<file path="src/design/rsm_pkg.sv">
`timescale 1ns / 1ps

package rsm_pkg;

    // Fixed field widths
    localparam int VEL_W   = 16;
    localparam int RATIO_W = 24;
    localparam int SUM_W   = 64;
    localparam int FRAC_W  = 16;   // fractional bits of a Q8.16 ratio
    localparam int INT_W   = 8;    // integer bits of a Q8.16 ratio

    localparam logic [RATIO_W-1:0] RATIO_MAX = {RATIO_W{1'b1}};

    typedef struct packed {
        logic [VEL_W-1:0] ref_velocity;
        logic [VEL_W-1:0] trial_velocity;
        logic             last_cell;
    } rsm_cell_t;

    typedef struct packed {
        logic [RATIO_W-1:0] l1_ratio;
        logic [RATIO_W-1:0] l2_ratio;
        logic               saturated;
    } rsm_norm_t;

    // Controller states
    typedef enum logic [3:0] {
        S_IDLE,
        S_DIV_REF,
        S_WAIT_REF,
        S_DIV_TRIAL,
        S_WAIT_TRIAL,
        S_DIFF,
        S_MUL_DIFF,
        S_MUL_REF,
        S_ACCUM,
        S_DIV_L1,
        S_WAIT_L1,
        S_DIV_L2,
        S_WAIT_L2,
        S_OUT
    } rsm_state_t;

    // What the shared divider is working on
    typedef enum logic [1:0] {
        DIV_REF,
        DIV_TRIAL,
        DIV_L1,
        DIV_L2
    } rsm_div_sel_t;

    typedef struct packed {
        logic         load_cell;
        logic         div_start;
        rsm_div_sel_t div_sel;
        logic         cap_quot;
        logic         calc_diff;
        logic         mul_diff;
        logic         mul_ref;
        logic         accum;
        logic         out_load;
    } rsm_cmd_t;

    typedef struct packed {
        logic div_busy;
        logic div_done;
        logic last_cell;
        logic out_blocked;
    } rsm_status_t;

endpackage

</file>
<file path="src/design/relative_slowness_misfit_norms.sv">
// Each cell needs two reciprocals of SLOWNESS_FRAC_BITS + 1 steps each in the shared
// radix-2 divider. A last cell adds two 24-step ratio divisions before the result
// beat lands in the output register; the next cell is taken while that beat waits.
// rst_n is asynchronous, active low: it idles the controller and clears all sums.
`timescale 1ns / 1ps

module relative_slowness_misfit_norms #(
    parameter int SLOWNESS_FRAC_BITS = 24,
    parameter int VELOCITY_BITS      = 16
) (
    input  logic               clk,
    input  logic               rst_n,
    input  logic               cell_valid,
    output logic               cell_stall,
    input  rsm_pkg::rsm_cell_t cell_data,
    output logic               norm_valid,
    input  logic               norm_stall,
    output rsm_pkg::rsm_norm_t norm
);
    import rsm_pkg::*;

    rsm_cmd_t    cmd;
    rsm_status_t status;
    rsm_state_t  state;

    rsm_ctrl u_ctrl (
        .clk        (clk),
        .rst_n      (rst_n),
        .cell_valid (cell_valid),
        .cell_stall (cell_stall),
        .status     (status),
        .cmd        (cmd),
        .state      (state)
    );

    rsm_datapath #(
        .SLOWNESS_FRAC_BITS (SLOWNESS_FRAC_BITS),
        .VELOCITY_BITS      (VELOCITY_BITS)
    ) u_dp (
        .clk        (clk),
        .rst_n      (rst_n),
        .cell_data  (cell_data),
        .norm_stall (norm_stall),
        .cmd        (cmd),
        .status     (status),
        .norm       (norm),
        .norm_valid (norm_valid)
    );

    // Divider is never restarted mid-division
    a_div_no_restart: assert property (@(posedge clk) disable iff (!rst_n)
        cmd.div_start |-> !status.div_busy)
        else $error("divider started while busy");

    // A new result beat only follows the output state
    a_out_from_fsm: assert property (@(posedge clk) disable iff (!rst_n)
        $rose(norm_valid) |-> $past(state) == S_OUT)
        else $error("result beat raised outside output state");

    // A cell is taken only while nothing is in flight in the divider
    a_accept_idle: assert property (@(posedge clk) disable iff (!rst_n)
        (cell_valid && !cell_stall) |=> state == S_DIV_REF && !status.div_busy)
        else $error("cell accepted while busy");

endmodule

</file>
<file path="src/design/rsm_div.sv">
`timescale 1ns / 1ps

module rsm_div #(
    parameter int LW    = 25,
    parameter int CNT_W = 5
) (
    input  logic                       clk,
    input  logic                       rst_n,
    input  logic                       start,
    input  logic [CNT_W-1:0]           iters,
    input  logic [rsm_pkg::SUM_W-1:0]  rem_init,
    input  logic [LW-1:0]              low_init,
    input  logic [rsm_pkg::SUM_W-1:0]  divisor,
    output logic                       busy,
    output logic                       done,
    output logic [LW-1:0]              quot
);
    import rsm_pkg::*;

    logic             busy_reg;
    logic             done_reg;
    logic [CNT_W-1:0] cnt_reg;
    logic [SUM_W-1:0] rem_reg;
    logic [SUM_W-1:0] den_reg;
    logic [LW-1:0]    low_reg;
    logic [LW-1:0]    quot_reg;

    logic [SUM_W:0]   partial;
    logic             fits;
    logic [SUM_W-1:0] rem_next;

    // One restoring step: bring down the next dividend bit, subtract if it fits
    assign partial  = {rem_reg, low_reg[LW-1]};
    assign fits     = partial >= {1'b0, den_reg};
    assign rem_next = fits ? SUM_W'(partial - {1'b0, den_reg}) : partial[SUM_W-1:0];

    // Control
    always_ff @(posedge clk or negedge rst_n)
    begin
        if (!rst_n)
        begin
            busy_reg <= 1'b0;
            done_reg <= 1'b0;
            cnt_reg  <= '0;
        end
        else if (start)
        begin
            busy_reg <= 1'b1;
            done_reg <= 1'b0;
            cnt_reg  <= iters;
        end
        else if (busy_reg)
        begin
            cnt_reg  <= cnt_reg - CNT_W'(1);
            busy_reg <= (cnt_reg != CNT_W'(1));
            done_reg <= (cnt_reg == CNT_W'(1));
        end
        else
        begin
            done_reg <= 1'b0;
        end
    end

    // Datapath
    always_ff @(posedge clk)
    begin
        if (start)
        begin
            rem_reg  <= rem_init;
            den_reg  <= divisor;
            low_reg  <= low_init;
            quot_reg <= '0;
        end
        else if (busy_reg)
        begin
            rem_reg  <= rem_next;
            low_reg  <= {low_reg[LW-2:0], 1'b0};
            quot_reg <= {quot_reg[LW-2:0], fits};
        end
    end

    assign busy = busy_reg;
    assign done = done_reg;
    assign quot = quot_reg;

endmodule

</file>
<file path="src/design/rsm_datapath.sv">
`timescale 1ns / 1ps

module rsm_datapath #(
    parameter int SLOWNESS_FRAC_BITS = 24,
    parameter int VELOCITY_BITS      = 16
) (
    input  logic                 clk,
    input  logic                 rst_n,
    input  rsm_pkg::rsm_cell_t   cell_data,
    input  logic                 norm_stall,
    input  rsm_pkg::rsm_cmd_t    cmd,
    output rsm_pkg::rsm_status_t status,
    output rsm_pkg::rsm_norm_t   norm,
    output logic                 norm_valid
);
    import rsm_pkg::*;

    localparam int SW       = SLOWNESS_FRAC_BITS + 1;            // slowness width
    localparam int SQ_SHIFT = 2 * SLOWNESS_FRAC_BITS - 32;
    localparam int SQ_W     = 2 * SW - SQ_SHIFT;                 // Q2.32 square width
    localparam int LW       = (SW > RATIO_W) ? SW : RATIO_W;     // divider dividend width
    localparam int CNT_W    = $clog2(LW + 1);
    localparam int VM       = (VELOCITY_BITS < VEL_W) ? VELOCITY_BITS : VEL_W;
    localparam logic [VEL_W-1:0] VEL_MASK = VEL_W'((64'd1 << VM) - 64'd1);

    logic [VEL_W-1:0]   vref_reg;
    logic [VEL_W-1:0]   vtrial_reg;
    logic               last_reg;
    logic [SW-1:0]      sref_reg;
    logic [SW-1:0]      strial_reg;
    logic [SW-1:0]      diff_reg;
    logic [SQ_W-1:0]    prod_reg;
    logic [SQ_W-1:0]    sqdiff_reg;
    logic [SUM_W-1:0]   sum_abs_reg;
    logic [SUM_W-1:0]   sum_sq_reg;
    logic [SUM_W-1:0]   sum_ref_reg;
    logic [SUM_W-1:0]   sum_refsq_reg;
    rsm_div_sel_t       sel_reg;
    logic               rz_reg;
    logic               rs_reg;
    logic [RATIO_W-1:0] l1_reg;
    logic               l1_sat_reg;
    logic [RATIO_W-1:0] l2_reg;
    logic               l2_sat_reg;
    rsm_norm_t          norm_reg;
    logic               norm_valid_reg;

    logic [VEL_W-1:0]   vel_sel;
    logic [VEL_W-1:0]   vel_masked;
    logic [SUM_W-1:0]   num;
    logic [SUM_W-1:0]   den;
    logic [CNT_W-1:0]   div_iters;
    logic [SUM_W-1:0]   div_rem_init;
    logic [LW-1:0]      div_low_init;
    logic [SUM_W-1:0]   div_divisor;
    logic               div_busy;
    logic               div_done;
    logic [LW-1:0]      div_quot;
    logic               num_zero;
    logic               den_zero;
    logic               too_big;
    logic [RATIO_W-1:0] ratio_val;
    logic               ratio_sat;
    logic [SW-1:0]      mul_a;
    logic [2*SW-1:0]    mul_full;
    logic [SQ_W-1:0]    sq_val;

    // Divider operand selection
    always_comb
    begin
        vel_sel    = (cmd.div_sel == DIV_TRIAL) ? vtrial_reg : vref_reg;
        vel_masked = vel_sel & VEL_MASK;
        num        = (cmd.div_sel == DIV_L2) ? sum_sq_reg : sum_abs_reg;
        den        = (cmd.div_sel == DIV_L2) ? sum_refsq_reg : sum_ref_reg;
        case (cmd.div_sel)
            DIV_REF, DIV_TRIAL:
            begin
                div_iters    = CNT_W'(SW);
                div_rem_init = '0;
                div_low_init = LW'(1) << (LW - 1);
                // zero velocity counts as one
                div_divisor  = (vel_masked == '0) ? SUM_W'(1) : SUM_W'(vel_masked);
            end
            default:
            begin
                // integer part known below 256: start from num >> 8
                div_iters    = CNT_W'(RATIO_W);
                div_rem_init = SUM_W'(num >> INT_W);
                div_low_init = LW'({num[INT_W-1:0], {FRAC_W{1'b0}}}) << (LW - RATIO_W);
                div_divisor  = den;
            end
        endcase
        num_zero = (num == '0);
        den_zero = (den == '0);
        too_big  = {{INT_W{1'b0}}, num} >= {den, {INT_W{1'b0}}};
    end

    rsm_div #(
        .LW    (LW),
        .CNT_W (CNT_W)
    ) u_div (
        .clk      (clk),
        .rst_n    (rst_n),
        .start    (cmd.div_start),
        .iters    (div_iters),
        .rem_init (div_rem_init),
        .low_init (div_low_init),
        .divisor  (div_divisor),
        .busy     (div_busy),
        .done     (div_done),
        .quot     (div_quot)
    );

    // Ratio result with zero-divisor and clipping cases
    always_comb
    begin
        ratio_sat = rs_reg;
        if (rz_reg)
            ratio_val = '0;
        else if (rs_reg)
            ratio_val = RATIO_MAX;
        else
            ratio_val = div_quot[RATIO_W-1:0];
    end

    // Shared squarer, Q2.32 result
    assign mul_a    = cmd.mul_ref ? sref_reg : diff_reg;
    assign mul_full = (2*SW)'(mul_a) * (2*SW)'(mul_a);
    assign sq_val   = SQ_W'(mul_full >> SQ_SHIFT);

    // Per-cell payload registers
    always_ff @(posedge clk)
    begin
        if (cmd.load_cell)
        begin
            vref_reg   <= cell_data.ref_velocity;
            vtrial_reg <= cell_data.trial_velocity;
            last_reg   <= cell_data.last_cell;
        end
        if (cmd.div_start)
        begin
            sel_reg <= cmd.div_sel;
            rz_reg  <= den_zero && num_zero;
            rs_reg  <= den_zero ? !num_zero : too_big;
        end
        if (cmd.cap_quot)
        begin
            case (sel_reg)
                DIV_REF:   sref_reg   <= div_quot[SW-1:0];
                DIV_TRIAL: strial_reg <= div_quot[SW-1:0];
                DIV_L1:
                begin
                    l1_reg     <= ratio_val;
                    l1_sat_reg <= ratio_sat;
                end
                default:
                begin
                    l2_reg     <= ratio_val;
                    l2_sat_reg <= ratio_sat;
                end
            endcase
        end
        if (cmd.calc_diff)
            diff_reg <= (sref_reg >= strial_reg) ? sref_reg - strial_reg
                                                 : strial_reg - sref_reg;
        if (cmd.mul_diff)
            prod_reg <= sq_val;
        if (cmd.mul_ref)
        begin
            prod_reg   <= sq_val;
            sqdiff_reg <= prod_reg;
        end
        if (cmd.out_load)
            norm_reg <= '{l1_ratio: l1_reg, l2_ratio: l2_reg,
                          saturated: l1_sat_reg | l2_sat_reg};
    end

    // Running sums, wrap modulo 2^64, cleared when a result is issued
    always_ff @(posedge clk or negedge rst_n)
    begin
        if (!rst_n)
        begin
            sum_abs_reg   <= '0;
            sum_sq_reg    <= '0;
            sum_ref_reg   <= '0;
            sum_refsq_reg <= '0;
        end
        else if (cmd.out_load)
        begin
            sum_abs_reg   <= '0;
            sum_sq_reg    <= '0;
            sum_ref_reg   <= '0;
            sum_refsq_reg <= '0;
        end
        else if (cmd.accum)
        begin
            sum_abs_reg   <= sum_abs_reg + SUM_W'(diff_reg);
            sum_sq_reg    <= sum_sq_reg + SUM_W'(sqdiff_reg);
            sum_ref_reg   <= sum_ref_reg + SUM_W'(sref_reg);
            sum_refsq_reg <= sum_refsq_reg + SUM_W'(prod_reg);
        end
    end

    // Output register
    always_ff @(posedge clk or negedge rst_n)
    begin
        if (!rst_n)
            norm_valid_reg <= 1'b0;
        else if (cmd.out_load)
            norm_valid_reg <= 1'b1;
        else if (!norm_stall)
            norm_valid_reg <= 1'b0;
    end

    assign status.div_busy    = div_busy;
    assign status.div_done    = div_done;
    assign status.last_cell   = last_reg;
    assign status.out_blocked = norm_valid_reg && norm_stall;
    assign norm               = norm_reg;
    assign norm_valid         = norm_valid_reg;

endmodule

</file>
<file path="src/design/rsm_ctrl.sv">
`timescale 1ns / 1ps

module rsm_ctrl (
    input  logic                 clk,
    input  logic                 rst_n,
    input  logic                 cell_valid,
    output logic                 cell_stall,
    input  rsm_pkg::rsm_status_t status,
    output rsm_pkg::rsm_cmd_t    cmd,
    output rsm_pkg::rsm_state_t  state
);
    import rsm_pkg::*;

    rsm_state_t state_reg;
    rsm_state_t state_next;

    always_ff @(posedge clk or negedge rst_n)
    begin
        if (!rst_n)
            state_reg <= S_IDLE;
        else
            state_reg <= state_next;
    end

    // Next state
    always_comb
    begin
        state_next = state_reg;
        case (state_reg)
            S_IDLE:       if (cell_valid) state_next = S_DIV_REF;
            S_DIV_REF:    state_next = S_WAIT_REF;
            S_WAIT_REF:   if (status.div_done) state_next = S_DIV_TRIAL;
            S_DIV_TRIAL:  state_next = S_WAIT_TRIAL;
            S_WAIT_TRIAL: if (status.div_done) state_next = S_DIFF;
            S_DIFF:       state_next = S_MUL_DIFF;
            S_MUL_DIFF:   state_next = S_MUL_REF;
            S_MUL_REF:    state_next = S_ACCUM;
            S_ACCUM:      state_next = status.last_cell ? S_DIV_L1 : S_IDLE;
            S_DIV_L1:     state_next = S_WAIT_L1;
            S_WAIT_L1:    if (status.div_done) state_next = S_DIV_L2;
            S_DIV_L2:     state_next = S_WAIT_L2;
            S_WAIT_L2:    if (status.div_done) state_next = S_OUT;
            S_OUT:        if (!status.out_blocked) state_next = S_IDLE;
            default:      state_next = S_IDLE;
        endcase
    end

    // Commands
    always_comb
    begin
        cmd        = '0;
        cmd.div_sel = DIV_REF;
        cell_stall = 1'b1;
        case (state_reg)
            S_IDLE:
            begin
                cell_stall    = 1'b0;
                cmd.load_cell = cell_valid;
            end
            S_DIV_REF:
            begin
                cmd.div_start = 1'b1;
                cmd.div_sel   = DIV_REF;
            end
            S_DIV_TRIAL:
            begin
                cmd.div_start = 1'b1;
                cmd.div_sel   = DIV_TRIAL;
            end
            S_DIV_L1:
            begin
                cmd.div_start = 1'b1;
                cmd.div_sel   = DIV_L1;
            end
            S_DIV_L2:
            begin
                cmd.div_start = 1'b1;
                cmd.div_sel   = DIV_L2;
            end
            S_WAIT_REF, S_WAIT_TRIAL, S_WAIT_L1, S_WAIT_L2:
                cmd.cap_quot = status.div_done;
            S_DIFF:     cmd.calc_diff = 1'b1;
            S_MUL_DIFF: cmd.mul_diff  = 1'b1;
            S_MUL_REF:  cmd.mul_ref   = 1'b1;
            S_ACCUM:    cmd.accum     = 1'b1;
            S_OUT:      cmd.out_load  = !status.out_blocked;
            default:    cmd = '0;
        endcase
    end

    assign state = state_reg;

endmodule
</file>
<file path="config.mk">
export PLATFORM = sky130hd
export DESIGN_NAME = relative_slowness_misfit_norms
export DESIGN_NICKNAME = d
export VERILOG_FILES = /design/src/design/rsm_pkg.sv /design/src/design/relative_slowness_misfit_norms.sv /design/src/design/rsm_div.sv /design/src/design/rsm_datapath.sv /design/src/design/rsm_ctrl.sv
export SDC_FILE = /design/constraint.sdc
export NUM_CORES = 2
export LEC_CHECK = 0
export ABC_AREA = 0
export ABC_CLOCK_PERIOD_IN_PS = 19000
export BUFFER_PORTS_ARGS = -buffer_cell sky130_fd_sc_hd__buf_4
export CAP_MARGIN = 20
export CORE_AREA = 4 4 431 433
export DETAILED_ROUTE_END_ITERATION = 7
export DIE_AREA = 0 0 435 437
export SYNTH_ARGS = -nofsm -noshare
export SYNTH_HDL_FRONTEND = slang
export SYNTH_HIERARCHICAL = 1
export SYNTH_SLANG_ARGS = --single-unit
</file>
<file path="constraint.sdc">
create_clock -name clk -period 19 [get_ports clk]
set_clock_uncertainty 0.15 [all_clocks]
set_input_delay 3.8 -clock clk [delete_from_list [all_inputs] [get_ports clk]]
set_output_delay 3.8 -clock clk [all_outputs]
set_load 0.02 [all_outputs]
</file>
After elaboration in Yosys (flattened, before gate mapping)

Cells that the tools add are included.

Word-level logic and storage cells: 145
ROM bits: 0
Register bits after elaboration: 725
RAM bits: 0
Output and inout bits: 51
Latch bits: 0
Memories kept: 0

Muxes and demuxes: 53
Reduce and logical (&&, ||, !) cells: 21
Order comparisons: 3
Shift operators: 0
Bitwise operators: 2
Eq/ne operators: 26
Div/mod/pow operators: 0
Multiply operators: 1
Add/sub/neg operators: 8

Operators by type and width:

| operator             | number |
|---|---|
| $mux W64             | 14 |
| $add A64 B25 Y64     | 2 |
| $add A64 B34 Y64     | 2 |
| $logic_not A64 Y1    | 2 |
| $mux W25             | 5 |
| $ge A64 B72 Y1       | 1 |
| $mux W34             | 2 |
| $ge A65 B64 Y1       | 1 |
| $sub A64 B64 Y64     | 1 |
| $mux W56             | 1 |
| $pmux W4 S14         | 1 |
| $mul A25 B25 Y50     | 1 |
| $sub A25 B25 Y25     | 2 |
| $mux W24             | 2 |
| $mux W16             | 2 |
| $mux W4              | 7 |
| $ge A25 B25 Y1       | 1 |
| $eq A4 B4 Y1 const B | 6 |
| $eq A4 B3 Y1 const B | 4 |
| $logic_not A16 Y1    | 1 |
| $mux W1              | 16 |
| $pmux W3 S4          | 1 |
| $mux W5              | 2 |
| $ne A2 B1 Y1 const B | 5 |
| 20 further kinds     | 32 |

Logic depth before layout (Yosys ltp)

Word-level depth: 7
Gate-level depth with buffers: 36
Gate-level depth less buffers: 30

Modules after synthesis

Netlist, hierarchy kept.

Modules (own cells, without submodules):

| module       | instances | cells an instance | sequential area each (µm²) | area each (µm²) |
|---|---|---|---|---|
| rsm_datapath | 1         | 5442              | 14809.2                    | 51057.7 |
| rsm_div      | 1         | 1154              | 5270.1                     | 11823.8 |
| rsm_ctrl     | 1         | 49                | 100.1                      | 365.4 |

Worst setup path before layout

Ideal clock, no wire load.

Path kind: register -> register
Start: register u_ctrl.state_reg[2], in the netlist u_ctrl/state[2]
End: register u_dp.prod_reg[28], data pin
Data required time: 18.585 ns
Clock period less this slack: 9.842 ns
Slack: 9.158 ns
Arrival: 9.427 ns
Setup time: 0.265 ns
Stages on the path, launching flop included: 35
Buffers on the path: 8
Path through: dfrtp_1 -> buf_2 -> buf_2 -> nor2b_1 -> and3_1 -> clkbuf_1 -> buf_1 -> clkbuf_1 -> mux2_2 -> inv_1 -> clkbuf_1 -> nor2_1 -> fa_1 -> inv_1 -> fa_1 -> fa_1 -> inv_1 -> fa_1 -> fa_1 -> fa_1 -> inv_1 -> fa_1 -> inv_1 -> ha_1 -> clkbuf_1 -> inv_1 -> o21bai_1 -> a21oi_1 -> a211oi_1 -> nand2_1 -> or3_1 -> and3_1 -> clkbuf_1 -> o21ai_0 -> xor2_1

RTL lines:

| element                | RTL line            | source |
|---|---|---|
| from (decl)            | rsm_ctrl.sv:14      | `rsm_state_t state_reg;` |
| from (signal assigned) | rsm_ctrl.sv:22      | `state_reg <= state_next;` |
| to (signal assigned)   | rsm_datapath.sv:167 | `prod_reg <= sq_val;` |
| to (signal assigned)   | rsm_datapath.sv:170 | `prod_reg <= sq_val;` |
| to (decl)              | rsm_datapath.sv:32  | `logic [SQ_W-1:0] prod_reg;` |

==> impl_results.md <==
- Vias in the first global route: around 50000
- CP arrival: 10.49 ns
- Outcome: finished clean
- DR top layer: met5
- Hold crit path type: reg2reg
- Final Max Slew Viols: 0
- Startpoint types: flip-flop
- Area Growth Syn to Fin: 9.69%
- Synth Instances: 6644
- FP Rows: 157
- Routed vias: 49746
- CTS tree: yes
- Routed length on met2: between 90 and 100 mm
- Vias per inst: 5.48
- Die area: 0.190 mm²
- Routed length on met1: 84.3 mm
- Final worst setup slack: 8.81 ns
- Commonest cells after routing, fill and taps aside: 858 x inv_1, 627 x nor2_1, 560 x nand2_1
- Layout cells sized above 1: 0.0685
- Origin of the critical flop-to-flop path: u_ctrl/state[2]
- H-tree depth: 3
- Core footprint: about 0.18 mm²
- Initial Util: 0.347
- Iteration-0 DRC Markers: 4459
- Relative slew slack: 0.208
- Max Fclk: 0.0981 GHz
- GRT Total Usage: 0.204
- MaxCap Viol Count: 0
- Post-CTS setup repair buffer count: 0
- CP bufs+invs: 6
- WHS Endpoint: u_dp/norm[7]
- Slowest CP cell: dfrtp_1
- Max stage delay on crit path: 0.68 ns
- DRC: 0
- Hold Buf Count CTS: 0
- Initial antenna violation count: 3
- Min Hold Slack: 0.257 ns
- Placer congestion estimate: 0.958
- Critical Path Sink Type: flip-flop
- RR Endpoint: u_dp/prod_reg[29]
- FF-to-FF path depth: 26
- Clock-pin slew on the worst setup and hold paths: about 0.07 ns
- Filler Cell Count: 18063
- WS Path Type: reg2reg
- Hold Startpoint: u_dp/l2_reg[6]
- Synthesis Warnings: 6
- Worst skew pair latency: 0.70 ns
- Most used cell, CP: fa_1
- First-pass DRT Iterations: 8
- I/O pins: 88
- Finish-stage setup viols: 0
- WL final: 197 mm
- Antenna-violating nets left: 0
- Largest net degree at the start of global routing: 190
- CTS sink count: 725
- Final net count: 7604
- Required @ worst endpoint: 19.30 ns
- Synthesized cell area: 0.0632 mm²
- Min Clock Period, post-route: 10.19 ns
- WL met3: between 10 and 15 mm
- Mean area per synthesized cell: 9.52 µm²
- RSZ-0062 raised after global routing: no
- Fin util: 0.381
- Max FO, Critical Path: 53
- Final period utilization: 0.536
- WHS Path Cells: 0
- Die X: 435 µm
- Resized Gates After CTS: 0
- Most common cell after layout, fill and taps aside: inv_1
- Setup TNS: 0 ns
- Reg2Reg Setup Slack: 8.81 ns
- Routed length per placed instance: 21.8 µm
- DP Worst Slack: 8.98 ns
- Num CTS Buffers: 81
- Clk root buf: clkbuf_16
- Die height: 437 µm
- Kind of cell adding the most delay to the critical path: adder cells
- Worst-Margin Slew: 1.15 ns
- Hold Violations, Final: 0
- Grt ovf: 0
- Number of port buffers: 87
- DP HPWL: 153 mm
- Clock tree buffer depth: 3
- Global-route wire length before repair: 302 mm
[per-stage QoR]
stage,cell area (µm²),std cells
6_report,69400,9073
4_1_cts,69400,9068
3_3_place_gp,66400,8917
2_1_floorplan,63300,6671
3_5_place_dp,66400,8917
5_1_grt,69400,9071
[worst register-to-register path: stages (launching register included)]
cell	delay, ns
dfrtp_1	0.68
nor2b_1	0.25
and3_4	0.42
buf_4	0.67
mux2_2	0.72
clkinv_1	0.55
nor2_1	0.35
fa_1	0.48
fa_1	0.51
inv_1	0.05
fa_1	0.52
inv_1	0.05
fa_1	0.51
fa_1	0.45
fa_1	0.54
inv_1	0.07
fa_1	0.54
inv_1	0.05
ha_1	0.34
nand4_1	0.15
a211oi_1	0.24
o211ai_1	0.26
a21boi_1	0.26
nor3_1	0.12
or3_1	0.37
and3_1	0.25
o311ai_0	0.39
[layout make-up]
class	instances	area, µm²	share of cell area
multi-input combinational	4791	38800	0.559
sequential	725	20200	0.291
inverter	867	3260	0.0469
tap	2385	2980	0.0430
clock buffer	104	2240	0.0324
timing repair buffer	151	1160	0.0168
clock inverter	47	728	0.0105
antenna	3	7.51	0.000108
[worst max path at each step]
| stage | from | to | depth (start not counted) |
|---|---|---|---|
| finish | u_ctrl/state[2] | u_dp/prod_reg[29] | 26 |
| global route | u_ctrl/state[2] | u_dp/prod_reg[29] | 28 |
| CTS | u_ctrl/state[2] | u_dp/prod_reg[29] | 26 |
| detailed placement | u_ctrl/state[2] | u_dp/prod_reg[28] | 29 |
| global placement | u_ctrl/state[2] | u_dp/prod_reg[28] | 29 |
| floorplan | u_ctrl/state[2] | u_dp/prod_reg[28] | 34 |
[per-layer routing]
layer,vias up,global-route usage
li1,22921,-
met2,1736,0.333
met1,24693,0.273
met4,2,0.0781
met5,-,0
met3,394,0.0330
Power is left out: the tool's default activity adds up to more than one toggle a clock period on the data nets, which glitch-free logic cannot reach.
